==> config.mk <==
export PLATFORM = sky130hd
export DESIGN_NAME = fpla_ctrl
export DESIGN_NICKNAME = d
export VERILOG_FILES = /design/src/sv/fpla_pkg.sv /design/src/sv/fpla_ctrl.sv
export SDC_FILE = /design/constraint.sdc
export NUM_CORES = 1
export LEC_CHECK = 0
export BUFFER_PORTS_ARGS = -buffer_cell sky130_fd_sc_hd__clkbuf_2
export CAP_MARGIN = 10
export CELL_PAD_IN_SITES_DETAIL_PLACEMENT = 1
export CELL_PAD_IN_SITES_GLOBAL_PLACEMENT = 1
export CORE_AREA = 2 2 39 41
export DETAILED_ROUTE_END_ITERATION = 6
export DIE_AREA = 0 0 41 43
export PLACE_DENSITY_LB_ADDON = 0.1
export SLEW_MARGIN = 20
export SYNTH_ARGS = -nofsm -noshare
export SYNTH_HDL_FRONTEND = slang
export SYNTH_SLANG_ARGS = --single-unit
export TNS_END_PERCENT = 30
==> constraint.sdc <==
create_clock -name clk_i -period 1.3 [get_ports clk_i]
set_input_delay 0.13 -clock clk_i [delete_from_list [all_inputs] [get_ports clk_i]]
set_output_delay 0.13 -clock clk_i [all_outputs]
set_load 0.03 [all_outputs]
==> src/sv/fpla_pkg.sv <==
// ----------------------------------------------------------------------------
// fpla_pkg
// Shared widths, codes and controller/datapath link types of the allocator.
// ----------------------------------------------------------------------------
package fpla_pkg;

  localparam int unsigned FENCE_W   = 64;
  localparam int unsigned SIZE_W    = 21;
  localparam int unsigned OFF_W     = 20;
  localparam int unsigned PAGE_W    = 6;
  localparam int unsigned CNT_W     = 7;
  localparam int unsigned MAX_PAGES = 64;
  localparam int unsigned PAGE_BYTES = 1048576;
  localparam int unsigned ALIGN_W   = SIZE_W + 1;

  localparam logic CMD_RESERVE = 1'b0;
  localparam logic CMD_FREE    = 1'b1;

  typedef enum logic [1:0] {
    STATUS_OK        = 2'd0,
    STATUS_TOO_LARGE = 2'd1,
    STATUS_NO_PAGE   = 2'd2
  } status_e;

  typedef enum logic [1:0] {
    S_IDLE,
    S_RSV,
    S_FREE
  } state_e;

  typedef struct packed {
    logic load;
    logic rsv_go;
    logic walk;
    logic free_go;
  } fpla_cmd_t;

  typedef struct packed {
    logic is_free;
    logic walk_done;
    logic out_room;
  } fpla_sts_t;

endpackage

==> src/sv/fpla_ctrl.sv <==
// ----------------------------------------------------------------------------
// fpla_ctrl
// Command sequencer: accept, reserve decision, free walk, result hand-off.
// ----------------------------------------------------------------------------
module fpla_ctrl (
  input  logic                clk_i,
  input  logic                rst_ni,
  input  logic                in_valid_i,
  output logic                in_ready_o,
  input  fpla_pkg::fpla_sts_t sts_i,
  output fpla_pkg::fpla_cmd_t cmd_o
);
  import fpla_pkg::*;

  state_e state_q, state_d;

  always_ff @(posedge clk_i or negedge rst_ni) begin
    if (!rst_ni) begin
      state_q <= S_IDLE;
    end else begin
      state_q <= state_d;
    end
  end

  always_comb begin
    state_d    = state_q;
    cmd_o      = '0;
    in_ready_o = 1'b0;
    unique case (state_q)
      S_IDLE: begin
        in_ready_o = 1'b1;
        if (in_valid_i) begin
          cmd_o.load = 1'b1;
        end
      end
      S_RSV: begin
        if (sts_i.is_free) begin
          cmd_o.walk = 1'b1;
          state_d    = S_FREE;
        end else if (sts_i.out_room) begin
          cmd_o.rsv_go = 1'b1;
          state_d      = S_IDLE;
        end
      end
      S_FREE: begin
        cmd_o.walk = 1'b1;
        if (sts_i.walk_done && sts_i.out_room) begin
          cmd_o.free_go = 1'b1;
          state_d       = S_IDLE;
        end
      end
      default: state_d = S_IDLE;
    endcase
    if (cmd_o.load) begin
      state_d = S_RSV;
    end
  end

endmodule

==> run metrics, run 1 <==
run status finished with violations; failing checks setup timing; Rows 14; Worst Path Max Fanout 3; Seq/Total Area, Yosys 0.233; fmax 689 MHz; TNS Setup -0.486 ns; layout cell share with drive strength beyond 1 0.675; YS warnings 0; Initial Utilization 0.156; CTS tree yes; largest cells by area after synthesis dfrtp_1, ha_1, a2bb2oi_2; die width 41 um; pre-CTS setup slack -0.173 ns; largest net degree at the start of global routing 6; Ant. Diodes 0; syn_area_per_cell 9.36 um^2; worst setup slack after layout -0.151 ns; die area 0.00176 mm^2; clock buffer depth 2; HP Class primary input to async pin; Root Driver clkbuf_4; Tcrit/Tclk final 1.12; worst rel slew slack 0.842; vias per inst 4.00; Yosys top cell by area dfrtp_1; H-tree depth 1; CTS sink cnt 2; Die Ht 43 um; number of flip-flops in the largest register 2; Wirelength per Cell 11.1 um; Worst EP required 1.43 ns; Final Hold Viols 0; worst setup path category register to register; Total Power 880 uW; Post-DP HPWL 528 um; first-pass GRT wire length 979 um; grt total ovfl 0; CTS Buf Count 3; Yosys top cell area share 0.233; antenna viol nets, final 0; Largest Register state_q; VDD IR max 655 uV; hold_ws 0.223 ns; Reg clk slew, reported paths 0.03 ns; biggest regs state_q: 2 flops; Gate Count Post-Synth 23; clock skew 0.00222 ns; RSZ-0062 raised after global routing true; Power Density 2090 mW/mm^2; Final Setup Violations 6; Tmin final 1.45 ns; worst slew pin tran 0.236 ns; DRT iter0 DRCs 0; Nets 52; area of the mapped netlist 215 um^2; clk_lat worst skew 0.22 ns; crit end category register; DR DRC count 0; initial antenna violation count 0; final weighted congestion in routability-driven placement 0.657; Setup crit start kind register; max_cap viols 0; port buffer count 10; top-level I/O count 11; via count 224; vias in the first global route 254; Leak 0.201 nW; library cells used by synthesis 16; Syn Nets 33; Final Slew Violations 0; Layout area overhead 95.9%; core area 0.00138 mm^2; #FFs+latches synth 2; Data arrival, critical path 1.58 ns; WL final 623 um; Total Routing Usage GR 0.0922; first drt pass iteration count 1
logic make-up after synthesis:
group	synth area share
DFF	0.233
adders and majority gates	0.233
AOI/OAI and AO/OA	0.174
muxes	0.0465
and+or+nand+nor	0.227
buffers and inverters	0.0872
final timing paths:
path | from | end | slack [ns] | depth (start not counted)
max | state_q[1] | state_q[1] | -0.15 | 5
min | rst_ni | state_q[1] | 0.22 | 2
max reg2reg | state_q[1] | state_q[1] | -0.15 | 5
min reg2reg | state_q[0] | state_q[0] | 0.69 | 2
max in group asynchronous | rst_ni | state_q[0] | 0.98 | 2
min in group clk_i | sts_i[2] | state_q[1] | 0.26 | 3
cells in the final DEF, fill, tap and decap left out, drive strengths merged, types with 2 or more instances in the layout:
master and count:
clkbuf 9, buf 8, ha 4, inv 3, dfrtp 2, nand2 2
repair_timing:
action / in CTS / in global routing
endpoints found under the setup margin: 7 / 7
hold buffers: 1 / 0
pin swaps: 0 / 1
setup buffers: 0 / 1
endpoints found under the hold margin: 2 / 0
resized for setup: 9 / 13
per-layer routing:
metal	share of wire	vias to the layer above	wire length, um	GRT usage
met1	0.35	102	215	0.0863
met2	0.58	9	363	0.138
met5	0	-	0	0
met4	0	0	0	0.100
met3	0.071	0	44	0.0314
li1	-	113	-	-
Yosys cell counts:
master,instances
and3_1,1
inv_1,3
mux2i_1,1
a22o_1,1
nand2_1,2
and3b_1,1
nand3_1,1
buf_4,1
ha_1,4
dfrtp_1,2
a2bb2oi_2,1
or3b_4,1
nor2_1,1
a31o_1,1
nor2b_1,1
a21oi_1,1
power by group:
| part | internal, mW | switching, mW | leakage, nW |
|---|---|---|---|
| Clock | 0.102 | 0.0356 | 0.0138 |
| Sequential | 0.0852 | 0.0241 | 0.0257 |
| Combinational | 0.321 | 0.312 | 0.162 |
| Total | 0.508 | 0.372 | 0.201 |
area by class of cell:
| class | count | area [um^2] |
|---|---|---|
| Inverter | 3 | 11.3 |
| Tap cell | 16 | 20.0 |
| Fill cell | 167 | 962 |
| Multi-Input combinational cell | 17 | 201 |
| Sequential cell | 2 | 50.0 |
| Clock buffer | 3 | 22.5 |
| Timing Repair Buffer | 15 | 116 |
metrics by stage:
step	instances	instance area [um^2]	utilization
after floorplan	23	218	-
after global placement	51	303	0.219
after detailed placement	51	303	0.219
after CTS	55	377	0.272
after global routing	56	422	0.305
final	56	422	0.305
critical path: stages, from the launching register on:
cell     delay (ns)
dfrtp_1        0.37
inv_2          0.06
ha_1           0.13
or3b_4         0.40
a31o_1         0.23
mux2i_1        0.17
(Power assumes the default switching activity.)
==> run 2: changes to the inputs <==
--- a/config.mk
+++ b/config.mk
@@ -5,13 +5,14 @@
 export SDC_FILE = /design/constraint.sdc
 export NUM_CORES = 1
 export LEC_CHECK = 0
+export ABC_AREA = 1
 export BUFFER_PORTS_ARGS = -buffer_cell sky130_fd_sc_hd__clkbuf_2
 export CAP_MARGIN = 10
-export CELL_PAD_IN_SITES_DETAIL_PLACEMENT = 1
-export CELL_PAD_IN_SITES_GLOBAL_PLACEMENT = 1
-export CORE_AREA = 2 2 39 41
+export CELL_PAD_IN_SITES_DETAIL_PLACEMENT = 2
+export CELL_PAD_IN_SITES_GLOBAL_PLACEMENT = 2
+export CORE_MARGIN = 2
+export CORE_UTILIZATION = 17
 export DETAILED_ROUTE_END_ITERATION = 6
-export DIE_AREA = 0 0 41 43
 export PLACE_DENSITY_LB_ADDON = 0.1
 export SLEW_MARGIN = 20
 export SYNTH_ARGS = -nofsm -noshare
==> run 2 against run 1 <==
Synthesized area is 5.2% higher. Sequential cell count stayed put. The run still ends with setup timing left. First-iteration DRC count stayed put. Non-clock buffer count is 1 lower. Power is 0.53% lower. Critical path type is now register to output port. Utilization is 1.9 points higher.
==> run metrics, run 2 <==
run status finished with violations; failing checks setup timing; VDD IR max 653 uV; most frequent cell after synthesis nand2_1; Leak 0.213 nW; DRT iter0 DRCs 0; layout cell share with drive strength beyond 1 0.592; WL met1 296 um; dpl cells 57; Syn Nets 43; grt total ovfl 0; Initial Utilization 0.179; first-pass GRT wire length 1.12 mm; largest cells by area after synthesis dfrtp_1, ha_1, nand2_1; Final Setup Violations 3; fillers 165; Seq/Total Area, Yosys 0.221; commonest non-fill, non-tap cells in the layout nand2_1, clkbuf_2, buf_4, nor2_1; Tcrit/Tclk final 1.08; WL final 677 um; hold_ws 0.227 ns; CP Depth 4; CTS sink cnt 2; Root Driver clkbuf_4; Reg clk slew, reported paths 0.03 ns; slowest stage cell, crit path dfrtp_1; library cells used by synthesis 11; Final Slew Violations 0; CTS Buf Count 3; Ant. Diodes 0; Total Routing Usage GR 0.108; HP Class primary input to async pin; core area 0.00127 mm^2; crit end category output port; most common cell after layout, fill and taps aside nand2_1; Post-synth EDFFs 0; Worst EP required 1.17 ns; fmax 710 MHz; port buffer count 10; Final Hold Viols 0; clock skew 0.000832 ns; Post-DP HPWL 531 um; largest stage delay on the critical path 0.40 ns; RSZ-0062 raised after global routing true; worst slew pin tran 0.154 ns; Wirelength per Cell 10.6 um; Total Power 875 uW; CTS tree yes; crit path cell chain inv_2, ha_4, a21boi_2, clkbuf_8; clk_lat worst skew 0.22 ns; Layout Cells excl Fill 64; worst setup path category register to output port; final cell utilization of the core 0.323; #FFs+latches synth 2; Tmin final 1.41 ns; CP top delay family flip-flops; Rows 13; Storage cell area 50.0 um^2; DR DRC count 0; top-level I/O count 11; YS warnings 0; via count 270; Nets 61; antenna viol nets, final 0; Gate Count Post-Synth 33; clock buffer depth 2; ys flop type dfrtp_1; vias in the first global route 269; Worst Reg-to-Reg Cells 6; vias per inst 4.22; Largest Register state_q; Setup crit start kind register; worst rel slew slack 0.897; Yosys top cell by area dfrtp_1; Max Used Layer met3; Power Density 2130 mW/mm^2; most frequent cells after synthesis nand2_1, inv_1, ha_1, nor2_1; worst setup slack after layout -0.109 ns; max_cap viols 0; Worst Path Max Fanout 4; die area 0.00164 mm^2; multi-input logic area 188 um^2; Critical path buffers and inverters 2; number of flip-flops in the largest register 2; die width 40.5 um; met3 WL 38 um; largest net degree at the start of global routing 5; DR WL met2 342 um; H-tree depth 1; Post-synth ARST share 1.00; area of the mapped netlist 226 um^2; TNS Setup -0.149 ns; Data arrival, critical path 1.28 ns; Die Ht 40.5 um; first drt pass iteration count 1; final weighted congestion in routability-driven placement 0.696; biggest regs state_q: 2 flops; Layout area overhead 81.2%; syn_area_per_cell 6.86 um^2; initial antenna violation count 0; Yosys top cell area share 0.221
## run 2: path summary, 6_finish.rpt
kind | startpoint | endpoint | slack (ns)
max in group asynchronous | rst_ni | state_q[0] | 0.98
setup / recovery | state_q[0] | cmd_o[1] | -0.11
hold reg to reg | state_q[1] | state_q[1] | 0.65
setup reg to reg | state_q[0] | state_q[1] | 0.13
min in group clk_i | in_valid_i | state_q[0] | 0.29
hold / removal | rst_ni | state_q[1] | 0.23
## run 2: layer usage
| layer | vias up | track usage |
|---|---|---|
| li1 | 132 | - |
| met1 | 131 | 0.129 |
| met2 | 7 | 0.163 |
| met3 | 0 | 0.0333 |
| met4 | 0 | 0.0750 |
| met5 | - | 0 |
## run 2: layout make-up
class                   instances  share of cell area
multi-input cells              24               0.457
well taps                      15              0.0457
inverters                       6              0.0610
flip-flops and latches          2               0.122
clock buffers                   3              0.0549
repair buffers                 14               0.259
## run 2: repair_timing
item / in CTS / in global routing
setup endpoints to repair: 5 / 7
hold buffers: 1 / 0
resized for setup: 15 / 7
pin swaps: 2 / 0
hold endpoints to repair: 2 / 0
buffers inserted: 3 / 0
## run 2: cell families (layout without fill, tap and decap cells)
| kind of cell | after synthesis | in the layout | synth area share |
|---|---|---|---|
| and+or+nand+nor | 19 | 19 | 0.392 |
| buffers and inverters | 7 | 23 | 0.133 |
| adders and majority gates | 4 | 4 | 0.221 |
| DFF | 2 | 2 | 0.221 |
| AOI/OAI and AO/OA | 1 | 1 | 0.0332 |
## run 2: where the power goes
| part | switching, mW | total (mW) | internal (mW) | leakage [nW] |
|---|---|---|---|---|
| registers | 0.0273 | 0.115 | 0.0881 | 0.0260 |
| logic | 0.344 | 0.625 | 0.282 | 0.173 |
| clock network | 0.0330 | 0.135 | 0.102 | 0.0138 |
## run 2: metrics by stage
stage                     cell area [um^2]  worst slack, ns
after floorplan                        230          -0.0120
after global placement                 292           0.0614
after detailed placement               292           0.0312
after CTS                              402           -0.121
after global routing                   410           -0.183
final                                  410           -0.109
